<file path="config.mk">
export PLATFORM = sky130hd
export DESIGN_NAME = bmhq_cell
export DESIGN_NICKNAME = d
export VERILOG_FILES = /design/src/hw/rtl/bmhq_pkg.sv /design/src/hw/rtl/bmhq_cell.sv
export SDC_FILE = /design/constraint.sdc
export NUM_CORES = 1
export LEC_CHECK = 0
export BUFFER_PORTS_ARGS = -buffer_cell sky130_fd_sc_hd__buf_4
export CAP_MARGIN = 20
export CORE_MARGIN = 5
export CORE_UTILIZATION = 50
export CTS_BUF_LIST = sky130_fd_sc_hd__clkbuf_8
export CTS_CLUSTER_SIZE = 14
export DETAILED_ROUTE_END_ITERATION = 7
export HOLD_SLACK_MARGIN = 0.1
export PLACE_DENSITY = 0.95
export SYNTH_ARGS = -nofsm -noshare
export SYNTH_HDL_FRONTEND = slang
export SYNTH_SLANG_ARGS = --single-unit
</file>
<file path="constraint.sdc">
create_clock -name clock -period 4.7 [get_ports clock]
set_clock_uncertainty 0.05 [all_clocks]
set_input_delay 0.94 -clock clock [delete_from_list [all_inputs] [get_ports clock]]
set_output_delay 0.94 -clock clock [all_outputs]
set_load 0.02 [all_outputs]
</file>
<file path="src/hw/rtl/bmhq_pkg.sv">
// shared types and constants for the binary max-heap queue
`timescale 1ns / 1ps

package bmhq_pkg;

   // number of values the queue can hold
   localparam int CAPACITY = 128;
   localparam int DATA_W   = 32;
   localparam int COUNT_W  = $clog2(CAPACITY + 1);
   localparam int ENTRY_W  = 8;

   typedef logic signed [DATA_W-1:0] data_type;
   typedef logic [COUNT_W-1:0]       count_type;

   typedef enum logic {
      OP_INSERT = 1'b0,
      OP_REMOVE = 1'b1
   } op_type;

   typedef enum logic [1:0] {
      STATUS_OK    = 2'd0,
      STATUS_FULL  = 2'd1,
      STATUS_EMPTY = 2'd2
   } status_type;

   // broadcast from the controller to every cell
   typedef struct packed {
      logic     ins;
      logic     rem;
      data_type value;
   } cmd_type;

   // one result item
   typedef struct packed {
      status_type          status;
      data_type            removed;
      data_type            top;
      logic [ENTRY_W-1:0]  count;
   } rsp_type;

endpackage

</file>
<file path="src/hw/rtl/bmhq_cell.sv">
// one cell of the sorted register chain, largest value at cell zero
`timescale 1ns / 1ps

module bmhq_cell (
   input  logic               clock,
   input  bmhq_pkg::cmd_type  cmd,
   input  logic               prev_occ,
   input  bmhq_pkg::data_type prev_val,
   input  logic               own_occ,
   input  bmhq_pkg::data_type next_val,
   output bmhq_pkg::data_type val
);
   import bmhq_pkg::*;

   data_type val_ff;
   data_type val_in;

   // insert shifts smaller entries one cell down, remove shifts all up by one
   always_comb begin
      val_in = val_ff;
      if (cmd.ins) begin
         if (own_occ && (val_ff >= cmd.value)) begin
            val_in = val_ff;
         end else if (!prev_occ || (prev_val >= cmd.value)) begin
            val_in = cmd.value;
         end else begin
            val_in = prev_val;
         end
      end else if (cmd.rem) begin
         val_in = next_val;
      end
   end

   always_ff @(posedge clock) begin
      val_ff <= val_in;
   end

   assign val = val_ff;

endmodule

</file>
==> reports/metrics.yaml <==
layout.cells.non_filler: 519
drive_above_1_share: 0.329
muxShareOfSynthArea: 0
core_area_um2: 5990
cp_num_buf_inv: 3
finish.net_count: 609
setup_viol: 0
synthToLayoutAreaGrowth_pct: 36.4
power_density_nw_per_um2: 263
global_route_usage_sum: 0.235
number_of_antenna_violations_at_the_first_check_in_global_routing: 0
timing.setup.tns_ns: 0
antenna_cells_inserted: 0
average_wire_per_cell_in_the_routed_design_um: 18.6
routed_wirelength_um: 9640
synth_fa_ha_area_frac: 0.257
power.static_leakage_nw: 2.10
synth-seq-cells: 32
route.vias.total: 3107
r2r_cells: 9
overflow: 0
final.period_utilization: 0.748
largest_family_of_logic_cells_by_synthesized_area: "adder cells"
synthesis.nets: 477
worst_path_max_delay_cell: "sky130_fd_sc_hd__and2_1"
wire_length_of_the_first_global_routing_pass_um: 14500
dieHeight_um: 89.0
postLayoutCellArea_um2: 4250
initial_core_util: 0.520
met2_wire_length_um: 5050
slew_viol_final: 0
peakVddDrop_v: 0.000194
postSynth.topFlopCell: "sky130_fd_sc_hd__edfxtp_1"
post_cts.repair.setup_buffers: 0
min_path_cells: 2
final-hold-violation-count: 0
cts-buffers-inserted: 5
port_buffers: 132
synth_area_leader_cell: "sky130_fd_sc_hd__edfxtp_1"
pin_count_of_the_biggest_net_entering_global_routing: 37
yosys.area_share.simple: 0.157
fmax_mhz: 284
tritoncts_clock_tree: "built"
cts.sink_count: 32
synth-async-reset-ratio: 0
place_congestion: 0.904
drt-pass1-iter-count: 4
post_synth_num_cell_types: 29
drc_errors: 0
synth-edff-count: 32
cts_repair_resize_count: 0
max-cap-violations: 0
dpl.cell_count: 511
dp_hpwl_um: 7930
final_common_cell: "sky130_fd_sc_hd__buf_4"
largest_register_ffs: 32
worst_path_largest_cell_delay_ns: 0.55
crit_path_end_kind: "flop"
core.rowCount: 28
path_common_cell: "sky130_fd_sc_hd__buf_4"
tightest_slew_ns: 0.698
startpoint_type: "primary input"
worst-endpoint-required_ns: 4.80
worstPathCellList: "buf_4, inv_1, ha_1, nor2b_1, o211ai_1, a21oi_1, o41a_1, nor4_2, and2_1, buf_4, a221o_1"
route.met3.wl_um: 567
vias_in_the_first_global_route: 3190
timing.critical_path.arrival_ns: 3.61
dpl_cell_area_um2: 4150
floorplan.die.width_um: 89.0
via_density_per_instance: 5.99
yosys_warnings: 0
holdBufCountCts: 0
synthesis.area_per_instance_um2: 9.99
cp_num_cells: 11
io-pin-count: 133
cts_max_path_buffers: 2
drt.antenna.violating_nets: 0
synth.yosys.seq_area_share: 0.308
hp-class: "primary input to flop"
floorplan_die_area_um2: 7920
cts.htree.levels: 2
final.min_clock_period_ns: 3.52
result_of_the_run: "completed"
synthesis.instances: 312
cts.clk_slew.worst_paths_ns: 0.07
crit_fanout: 19
worstSkewPairLatency_ns: 0.29
layout_common_cells: "134 x sky130_fd_sc_hd__buf_4, 64 x sky130_fd_sc_hd__ha_1, 37 x sky130_fd_sc_hd__inv_1, 35 x sky130_fd_sc_hd__nor2b_1, 32 x sky130_fd_sc_hd__edfxtp_1"
root_buffer: "sky130_fd_sc_hd__clkbuf_8"
cpLargestDelayFamily: "simple AND/OR/NAND/NOR gates"
compound_gate_portion_of_the_synthesized_area: 0.207
combined_area_of_all_synthesized_cells_um2: 3120
netlist_top_cells_area: "sky130_fd_sc_hd__edfxtp_1 31%, sky130_fd_sc_hd__ha_1 26%, sky130_fd_sc_hd__a221o_1 10%, sky130_fd_sc_hd__nor2b_1 7.0%, sky130_fd_sc_hd__inv_1 4.3%"
drt-initial-drc-count: 169
max-slew-margin-rel: 0.535
highest-signal-layer: "met4"
fraction_of_synthesized_cell_area_taken_by_the_top_area_cell_type: 0.308
wl_met1_um: 3750
fillers: 449
grt_setup_unrepaired: "no"
path_class: "primary input to flop"
share_of_the_synthesized_netlist_area_taken_by_xor_and_xnor_gates: 0
==> cell type report <==
| cell class | instances | area [um2] | share of cell area |
|---|---|---|---|
| flip-flops and latches | 32 | 961 | 0.226 |
| clock buffers | 5 | 68.8 | 0.0162 |
| multi-input cells | 234 | 1950 | 0.459 |
| repair buffers | 135 | 1030 | 0.243 |
| inverters | 36 | 135 | 0.0318 |
| well taps | 75 | 93.8 | 0.0221 |
| clock inverters | 2 | 8.76 | 0.00206 |
==> synthesized netlist by cell type, types with 6 or more instances <==
cell type,instances
sky130_fd_sc_hd__ha_1,64
sky130_fd_sc_hd__nand4_1,13
sky130_fd_sc_hd__a21o_1,10
sky130_fd_sc_hd__buf_6,6
sky130_fd_sc_hd__nand2_1,14
sky130_fd_sc_hd__nand3_1,8
sky130_fd_sc_hd__o21ai_0,6
sky130_fd_sc_hd__edfxtp_1,32
sky130_fd_sc_hd__a21oi_1,25
sky130_fd_sc_hd__inv_1,36
sky130_fd_sc_hd__nor2b_1,35
sky130_fd_sc_hd__a221o_1,31
==> logic make-up after synthesis <==
| kind of cell | count (synthesis) |
|---|---|
| AO/OA/AOI/OAI | 84 |
| buffers and inverters | 46 |
| AND/OR/NAND/NOR | 86 |
| adder cells (fa/ha/maj) | 64 |
| flip-flops | 32 |
==> stage by stage <==
step | util | setup WS [ns] | power (mW) | hold WS [ns]
floorplan | - | 0.878 | 0.690 | 1.10
global placement | 0.693 | 1.03 | 0.883 | 1.20
detailed placement | 0.693 | 0.936 | 0.904 | 1.20
CTS | 0.706 | 1.21 | 1.10 | 0.910
global route | 0.710 | 1.00 | 1.17 | 0.916
finish | 0.710 | 1.18 | 1.12 | 0.909
==> per-layer routing <==
metal  vias up  track usage
met5         -            0
met4         0       0.0825
met3        22       0.0323
met2       130        0.433
met1      1486        0.280
li1       1469            -
==> path summary, 6_finish.rpt <==
check	start	slack, ns	end
hold / removal	cmd[19]	0.91	val[19]
setup / recovery	cmd[1]	1.18	val[3]
hold reg to reg	val[31]	1.33	val[10]
setup reg to reg	val[29]	1.70	val[1]
==> where the power goes <==
part           internal (mW)  switching (mW)  total, mW
Sequential             0.382          0.0316      0.413
Clock                 0.0985           0.105      0.204
Combinational          0.237           0.264      0.500
Note: power is estimated with default switching activity, not from simulation.
