File: config.mk
export PLATFORM = sky130hd
export DESIGN_NAME = bmhq_ctrl
export DESIGN_NICKNAME = d
export VERILOG_FILES = /design/src/hw/rtl/bmhq_pkg.sv /design/src/hw/rtl/bmhq_ctrl.sv
export SDC_FILE = /design/constraint.sdc
export NUM_CORES = 1
export LEC_CHECK = 0
export BUFFER_PORTS_ARGS = -buffer_cell sky130_fd_sc_hd__buf_4
export CAP_MARGIN = 30
export CORE_AREA = 2 2 83 85
export DETAILED_ROUTE_END_ITERATION = 10
export DIE_AREA = 0 0 85 87
export PLACE_DENSITY = 0.82
export SLEW_MARGIN = 20
export SYNTH_ARGS = -nofsm -noshare
export SYNTH_HDL_FRONTEND = slang
export SYNTH_SLANG_ARGS = --single-unit
File: constraint.sdc
create_clock -name clock -period 3.13 [get_ports clock]
set_input_delay 0 -clock clock [delete_from_list [all_inputs] [get_ports clock]]
set_output_delay 0 -clock clock [all_outputs]
set_load 0.01 [all_outputs]
File: src/hw/rtl/bmhq_pkg.sv
// shared types and constants for the binary max-heap queue
`timescale 1ns / 1ps

package bmhq_pkg;

   // number of values the queue can hold
   localparam int CAPACITY = 128;
   localparam int DATA_W   = 32;
   localparam int COUNT_W  = $clog2(CAPACITY + 1);
   localparam int ENTRY_W  = 8;

   typedef logic signed [DATA_W-1:0] data_type;
   typedef logic [COUNT_W-1:0]       count_type;

   typedef enum logic {
      OP_INSERT = 1'b0,
      OP_REMOVE = 1'b1
   } op_type;

   typedef enum logic [1:0] {
      STATUS_OK    = 2'd0,
      STATUS_FULL  = 2'd1,
      STATUS_EMPTY = 2'd2
   } status_type;

   // broadcast from the controller to every cell
   typedef struct packed {
      logic     ins;
      logic     rem;
      data_type value;
   } cmd_type;

   // one result item
   typedef struct packed {
      status_type          status;
      data_type            removed;
      data_type            top;
      logic [ENTRY_W-1:0]  count;
   } rsp_type;

endpackage

File: src/hw/rtl/bmhq_ctrl.sv
// entry count, status decode and result assembly for the heap queue
`timescale 1ns / 1ps

module bmhq_ctrl (
   input  logic                clock,
   input  logic                reset,
   input  logic                accept,
   input  bmhq_pkg::op_type    op,
   input  bmhq_pkg::data_type  value,
   input  bmhq_pkg::data_type  head,
   input  bmhq_pkg::data_type  second,
   output bmhq_pkg::cmd_type   cmd,
   output bmhq_pkg::rsp_type   rsp,
   output bmhq_pkg::count_type count
);
   import bmhq_pkg::*;

   count_type count_ff;
   count_type count_in;
   logic      is_full;
   logic      is_empty;

   assign is_full  = (count_ff == COUNT_W'(CAPACITY));
   assign is_empty = (count_ff == '0);

   // commands to the chain
   always_comb begin
      cmd.ins   = accept && (op == OP_INSERT) && !is_full;
      cmd.rem   = accept && (op == OP_REMOVE) && !is_empty;
      cmd.value = value;
   end

   // next count
   always_comb begin
      count_in = count_ff;
      if (cmd.ins) begin
         count_in = count_ff + COUNT_W'(1);
      end else if (cmd.rem) begin
         count_in = count_ff - COUNT_W'(1);
      end
   end

   always_ff @(posedge clock) begin
      if (reset) begin
         count_ff <= '0;
      end else begin
         count_ff <= count_in;
      end
   end

   // result fields as they stand after this request
   always_comb begin
      rsp.status  = STATUS_OK;
      rsp.removed = '0;
      rsp.top     = head;
      rsp.count   = ENTRY_W'(count_in);
      case (op)
         OP_INSERT: begin
            if (is_full) begin
               rsp.status = STATUS_FULL;
            end else if (is_empty || (value > head)) begin
               rsp.top = value;
            end
         end
         OP_REMOVE: begin
            if (is_empty) begin
               rsp.status = STATUS_EMPTY;
               rsp.top    = '0;
            end else begin
               rsp.removed = head;
               rsp.top     = (count_ff > COUNT_W'(1)) ? second : '0;
            end
         end
         default: begin
            rsp.status = STATUS_OK;
         end
      endcase
   end

   assign count = count_ff;

   // checks
   a_count_bound: assert property (@(posedge clock) disable iff (reset)
      count_ff <= COUNT_W'(CAPACITY))
      else $error("entry count above capacity");

   a_single_cmd: assert property (@(posedge clock) disable iff (reset)
      !(cmd.ins && cmd.rem))
      else $error("insert and remove in the same cycle");

   a_full_hold: assert property (@(posedge clock) disable iff (reset)
      (accept && (op == OP_INSERT) && is_full) |=> $stable(count_ff))
      else $error("refused insert changed the count");

   a_remove_dec: assert property (@(posedge clock) disable iff (reset)
      (accept && (op == OP_REMOVE) && !is_empty)
         |=> (count_ff == $past(count_ff) - COUNT_W'(1)))
      else $error("remove did not drop the count by one");

endmodule

==> results.txt, run 1 <==
----------------------------------------------------
[Detailed routing]
  Average routed wire per standard cell ... 16.2 um
  Drt via density ... between 5 and 6
  Overall via count from detail_route ... 3472
  Final routed wirelength across all metal layers ... around 10000 um
  Antenna-violating nets left ... 0
  DRC marker count from the first detailed-route iteration ... between 100 and 150
  First-pass iteration count of the detailed router ... 5
  Number of remaining DRC errors ... 0

[Floorplanning]
  Die span in y ... around 87 um
  Top-level port count ... 216
  Die X ... around 85 um
  Initial core utilization ... 0.384
  Area enclosed by the die boundary ... roughly 7400 um2
  Placement row count ... 30
  CORE AREA ... 6570 um2

[Status]
  Result of the run ... finished, final reports clean

[Pwr]
  Cell Pwr Density ... between 1000 and 1500 nW/um2
  Worst-case vdd ir drop ... 0.680 mV
  Leakage dissipation ... 0.00208 uW

[Setup path]
  Maximum fanout along the worst path ... 16
  Crit start category ... register
  Worst setup EP type ... output pin
  Worst EP required ... 3.13 ns
  Crit Path Category ... register to output pin
  Worst-case register-to-register setup slack ... 0.74 ns
  Crit path DAT ... 3.02 ns

[Place]
  Detailed Place HPWL ... 7670 um
  Number of I/O port buffers ... 215
  Gpl congestion ... 0.796

[Synthesis]
  Synthesized area per cell ... 6.84 um2
  Sequential element share of the synthesized area ... 0.0634
  Fraction of synthesis flops using an asynchronous set or reset pin ... 0
  Number of enable-type register cells in the synthesized netlist ... 0
  Most used flip-flop cell after synthesis ... dfxtp_1
  Synthesized flop and latch total ... 8
  YS warnings ... 0
  Cell variety after synth ... 41
  Number of nets in the synthesized netlist ... 504
  Synthesized instance count ... 369
  Synthesized area ... 2520 um2

[Global route]
  Via count of the first global-routing pass ... around 3400
  Global-route wire length before repair ... 15500 um
  Initial antenna violation count ... 0
  Largest net degree at the start of global routing ... 36
  All-layer global routing usage ... 0.251
  Final global-route overflow total ... 0

[Clocking]
  CTS tree ... built
  H-tree levels ... 1
  Cts bufs inserted ... 3
  Register clock-pin slew on the reported worst setup and hold paths ... 0.04 ns
  Count of clock tree sinks ... 8
  Clock latency on the worst-skew pair ... 0.24 ns
  CTS Root Cell ... clkbuf_8
  Maximum root-to-sink buffer count ... 2

[Final layout]
  Final layout net count ... approximately 680
  Filler instances ... 601
  Layout cell share with drive strength beyond 1 ... 0.438
  Final core utilization ... 0.620
  Area taken by multi-input logic gates ... 1890 um2
  Combined flip-flop and latch cell area ... 160 um2
  Post-synthesis to final-layout area growth ... 61.3%
  Flip-flop count of the largest register, all copies and words added ... 8
  Diodes inserted ... 0

[STA]
  Total negative slack ... 0 ns
  Portion of the clock cycle consumed by the worst path in the final layout ... 0.965
  Setup repair after global routing missed its margin ... no
  Max-slew violation total from the final report ... 0
  Maximum clock frequency ... 331 MHz
  Worst-Margin Slew ... 0.597 ns
  Final setup violation count ... 0
  Final worst path period need ... 3.02 ns
  Final-report hold violation count ... 0
  Worst-case clock skew ... about 0.011 ns
  Max-Slew Margin vs Limit ... 0.602

[Hold path]
  Min-Delay Path Class ... input pin to output pin

[Flow run]
  Number of max-capacitance violations reported ... 0

----------------------------------------------------
==> kinds of logic (layout without fill, tap and decap cells) <==
logic type                 count (synthesis)  in the layout  synth area share
and+or+nand+nor                          122            123             0.222
buffers and inverters                     99            270             0.207
AOI/OAI and AO/OA                         97             97             0.307
adders and majority gates                 35             35             0.173
DFF                                        8              8            0.0634
xor gates and xnor gates                   7              7            0.0243
muxes                                      1              1           0.00396
==> cell type report <==
cell class	instances	area share
repair buffers	226	0.423
flip-flops and latches	8	0.0393
multi-input cells	263	0.465
well taps	80	0.0246
clock buffers	3	0.0101
inverters	41	0.0378
==> where the power goes <==
part,switching [uW],internal [uW]
clock network,46.3,83.8
logic,2180,1910
registers,80.6,155
==> layout by cell type, fill, tap and decap left out, types with 2 or more instances in the layout <==
master / n
dfxtp_1: 8
clkbuf_8: 3
xnor2_1: 5
nand2_1: 45
nand4_1: 8
nand3_1: 5
xor2_1: 2
o311ai_0: 33
buf_12: 2
nor3_1: 6
buf_4: 223
o21ai_0: 3
and3_1: 2
or3_4: 2
inv_1: 41
ha_1: 35
o311ai_1: 31
nor2b_1: 10
nor2_1: 38
a21oi_1: 14
a22o_1: 2
==> Yosys cell counts, types with 2 or more instances <==
master	count	area, um2
a21oi_1	14	70.1
a22o_1	2	17.5
a31oi_1	2	12.5
and3_1	2	12.5
buf_1	2	7.51
buf_4	32	240
buf_6	4	45.0
clkbuf_1	20	75.1
dfxtp_1	8	160
ha_1	35	438
inv_1	41	154
nand2_1	45	169
nand3_1	5	25.0
nand4_1	8	50.1
nor2_1	38	143
nor2b_1	10	62.6
nor3_1	6	30.0
nor3b_1	2	15.0
o21ai_0	3	15.0
o311ai_0	33	289
o311ai_1	32	280
xnor2_1	5	43.8
xor2_1	2	17.5
==> worst max-delay path: stages (launching register included) <==
cell and delay (ns):
dfxtp_1 0.39, or4_4 0.59, nor3_2 0.25, a31oi_1 0.13, a32o_4 0.41, or3_4 0.50
o311ai_1 0.33, buf_4 0.18
==> layer usage <==
layer  global-route usage  up-vias  wire, um
met5                    0        -         0
met4               0.0707        0       116
met3               0.0474       14       768
met2                0.469      169      5320
met1                0.291     1606      3880
li1                     -     1683         -
==> path summary, 6_finish.rpt <==
| check | start | end | cells past startpoint |
|---|---|---|---|
| max reg2reg | count[0] | count[7] | 9 |
| max | count[2] | rsp[36] | 7 |
| min | value[26] | cmd[26] | 2 |
| min reg2reg | count[4] | count[4] | 2 |
==> per-stage QoR <==
stage	hold slack [ns]	area, um2	std cells	total power [uW]	setup slack [ns]
global route	0.206	4070	621	4790	0.00521
CTS	0.201	4020	618	4270	0.0135
finish	0.200	4070	621	4450	0.109
floorplan	0.0716	2520	369	2330	0.670
detailed placement	0.201	3960	613	4060	0.0989
global placement	0.200	3960	613	3990	0.231
==> timing repair <==
item | 4_1_cts | 5_1_grt
buffers inserted | 0 | 2
gates cloned | 1 | 0
hold buffers | 1 | 0
resized for setup | 2 | 3
pin swaps | 1 | 2
hold endpoints to repair | 8 | 0
setup endpoints to repair | 6 | 15
Note: power is estimated with default switching activity, not from simulation.
==> inputs of run 2 (changes only) <==
ABC_AREA = 1   (was unset)
CORE_AREA = unset   (was 2 2 83 85)
CORE_UTILIZATION = 41   (was unset)
DIE_AREA = unset   (was 0 0 85 87)
PLACE_DENSITY = 0.83   (was 0.82)
==> run 2 against run 1 <==
Sequential power is 29% lower. Register-to-register slack better by 0.07 ns. Maximum frequency is 12% higher. Total power is 53% lower. Via count is 6.4% higher. Die area is 5.4% lower. Non-clock buffer count is 6 lower. Clock skew is 0.0065 ns lower. Critical path type unchanged. Largest power group unchanged.
==> results.txt, run 2 <==
----------------------------------------------------
[STA]
  Worst-Margin Slew ... 0.740 ns (+0.143 ns)
  Max-Slew Margin vs Limit ... 0.507 (-0.0952)
  Portion of the clock cycle consumed by the worst path in the final layout ... 0.864 (-0.101)
  Final setup violation count ... 0 (unchanged)
  Final-report hold violation count ... 0 (unchanged)
  Setup repair after global routing missed its margin ... no
  Total negative slack ... 0 ns (unchanged)
  Max-slew violation total from the final report ... 0 (unchanged)
  Final worst path period need ... 2.70 ns (-0.316 ns)
  Worst-case clock skew ... 0.00428 ns (-0.00651 ns)
  Maximum clock frequency ... 370 MHz (+12%)

[Status]
  Result of the run ... finished, final reports clean

[Setup path]
  Critical Path, Cell by Cell ... inv_1 > ha_1 > nand2_2 > inv_2 > nand4_4 > nand2_2 > nand2_1 > nand3_1 > nand2_1 > buf_4
  Crit path DAT ... 2.70 ns (-0.32 ns)
  Crit start category ... register
  Maximum fanout along the worst path ... 35 (+19)
  Stages on the worst setup path ... 10 (+3)
  Master of the slowest instance on the critical path ... nand2_2
  Cell type group with the largest total delay on the critical path ... simple AND/OR/NAND/NOR gates
  Delay of the slowest cell on the worst path ... 0.73 ns (+0.14 ns)
  Worst setup EP type ... output pin
  Worst path buffer plus inverter count ... 3 (+2)
  Cell count of the worst reg-to-reg path ... 11 (+2)
  Crit Path Category ... register to output pin
  Worst EP required ... 3.13 ns (about the same)

[Final layout]
  Flip-flop count of the largest register, all copies and words added ... 8 (unchanged)
  Post-synthesis to final-layout area growth ... 54.1%
  Most used cells in the layout excluding fill and tap cells ... buf_4 (217), nand2_1 (143), inv_1 (82), nand3_1 (70), nor2_1 (53)
  Diodes inserted ... 0 (unchanged)
  Most common library cell in the layout ignoring fill and taps ... buf_4
  Final layout net count ... 810 (+19%)
  Layout cell share with drive strength beyond 1 ... 0.351 (-0.0874)
  Final core utilization ... 0.659 (+0.0391)

[Synthesis]
  Area share of the largest cell type after synthesis ... 0.196 (+0.0230)
  Number of enable-type register cells in the synthesized netlist ... 0 (unchanged)
  Synthesized area ... 2730 um2 (+8.2%)
  Biggest area consumer among synthesized cells ... nand2_1
  Sequential element share of the synthesized area ... 0.0586 (-0.00482)
  Synth cell count leaders ... nand2_1 (143), inv_1 (82), nand3_1 (70), nor2_1 (53), ha_1 (35)
  Most used flip-flop cell after synthesis ... dfxtp_1
  Synthesized area per cell ... 5.47 um2 (-20%)
  Synthesized instance count ... 500 (+36%)
  Most instantiated library cell after synthesis ... nand2_1
  Fraction of synthesis flops using an asynchronous set or reset pin ... 0 (unchanged)
  Cell variety after synth ... 34 (-17%)
  Number of nets in the synthesized netlist ... 635 (+26%)
  Synthesized flop and latch total ... 8 (unchanged)
  YS warnings ... 0 (unchanged)
  Cell types occupying the most area after synthesis ... nand2_1 (20%), ha_1 (16%), nand3_1 (13%), inv_1 (11%), buf_4 (8.8%)

[Pwr]
  Cell Pwr Density ... 497 nW/um2 (-55%)
  Leakage dissipation ... 0.00264 uW (+27%)
  Worst-case vdd ir drop ... 0.512 mV (-25%)

[Place]
  Gpl congestion ... 0.907 (+14%)
  Detailed Place HPWL ... 7640 um (-0.42%)
  Number of I/O port buffers ... 215 (unchanged)

[Clocking]
  Clock latency on the worst-skew pair ... 0.23 ns (about the same)
  CTS Root Cell ... clkbuf_8
  Count of clock tree sinks ... 8 (unchanged)
  Setup repair bufs after CTS ... 0 (unchanged)
  Register clock-pin slew on the reported worst setup and hold paths ... 0.04 ns (about the same)
  Maximum root-to-sink buffer count ... 2 (unchanged)
  Cts bufs inserted ... 3 (unchanged)
  H-tree levels ... 1 (unchanged)
  Count of hold-fix buffers inserted at cts ... 1 (unchanged)
  CTS tree ... built
  Resized cells post-CTS ... 0 (-2)

[Global route]
  All-layer global routing usage ... 0.262 (+0.0108)
  Global-route wire length before repair ... 15500 um (-0.14%)
  Final global-route overflow total ... 0 (unchanged)
  Via count of the first global-routing pass ... 3474 (+2.0%)
  Initial antenna violation count ... 0 (unchanged)
  Largest net degree at the start of global routing ... 36 (unchanged)

[Detailed routing]
  DRC marker count from the first detailed-route iteration ... 131 (-8.4%)
  First-pass iteration count of the detailed router ... 5 (unchanged)
  Overall via count from detail_route ... 3694 (+6.4%)
  Average routed wire per standard cell ... 12.7 um (-22%)
  Final routed wirelength across all metal layers ... 9560 um (-5.2%)
  Drt via density ... 4.93 (-12%)
  Number of remaining DRC errors ... 0 (unchanged)
  Antenna-violating nets left ... 0 (unchanged)

[Floorplanning]
  Initial core utilization ... 0.428 (+0.0435)
  Placement row count ... 29 (-3.3%)
  Die X ... 83.6 um (-1.6%)
  Top-level port count ... 216 (unchanged)
  Die span in y ... 83.6 um (-3.9%)
  CORE AREA ... 6390 um2 (-2.8%)
  Area enclosed by the die boundary ... 7000 um2 (-5.4%)

[Flow run]
  Number of max-capacitance violations reported ... 0 (unchanged)

[Hold path]
  Min-Delay Path Class ... input pin to output pin
  Hold-critical path depth ... 2 (unchanged)

----------------------------------------------------
-- run 2: final timing paths --
path / startpoint / end / slack, ns
setup reg to reg: count[0] / count[7] / 0.81
hold reg to reg: count[0] / count[0] / 0.60
hold / removal: value[0] / cmd[0] / 0.19
setup / recovery: count[0] / rsp[32] / 0.43
-- run 2: cells by family after synthesis --
kind of cell / share of synthesized area
compound gates: 0.0696
simple gates: 0.452
fa+ha+maj: 0.160
flops: 0.0586
xor+xnor: 0.0192
buf+inv: 0.240
-- run 2: per-stage QoR --
stage | cells | total power (uW) | setup WS [ns] | hold slack (ns) | cell area, um2
6_report | 750 | 2090 | 0.425 | 0.195 | 4210
5_1_grt | 750 | 2280 | 0.197 | 0.197 | 4210
4_1_cts | 750 | 2100 | 0.432 | 0.194 | 4210
3_5_place_dp | 746 | 1960 | 0.691 | 0.194 | 4160
3_3_place_gp | 745 | 1930 | 0.787 | 0.194 | 4140
2_1_floorplan | 500 | 1180 | 1.17 | 0.0475 | 2730
-- run 2: where the power goes --
part	internal (uW)	switching (uW)
Combinational	798	1000
Sequential	127	39.8
Clock	83.5	42.7
Total	1010	1080
-- run 2: final cells by class --
class                      instances  area [um2]
timing repair buffer             220        1670
multi-input combinational        356        1920
fill                             576        2180
sequential                         8         160
clock buffer                       3        41.3
tap                               77        96.3
inverter                          86         323
-- run 2: routing by layer --
metal / track usage / vias to the layer above / wire length, um
met5: 0 / - / 0
met4: 0.0693 / 0 / 174
li1: - / 1880 / -
met2: 0.511 / 173 / 4960
met1: 0.291 / 1621 / 3670
met3: 0.0386 / 20 / 753
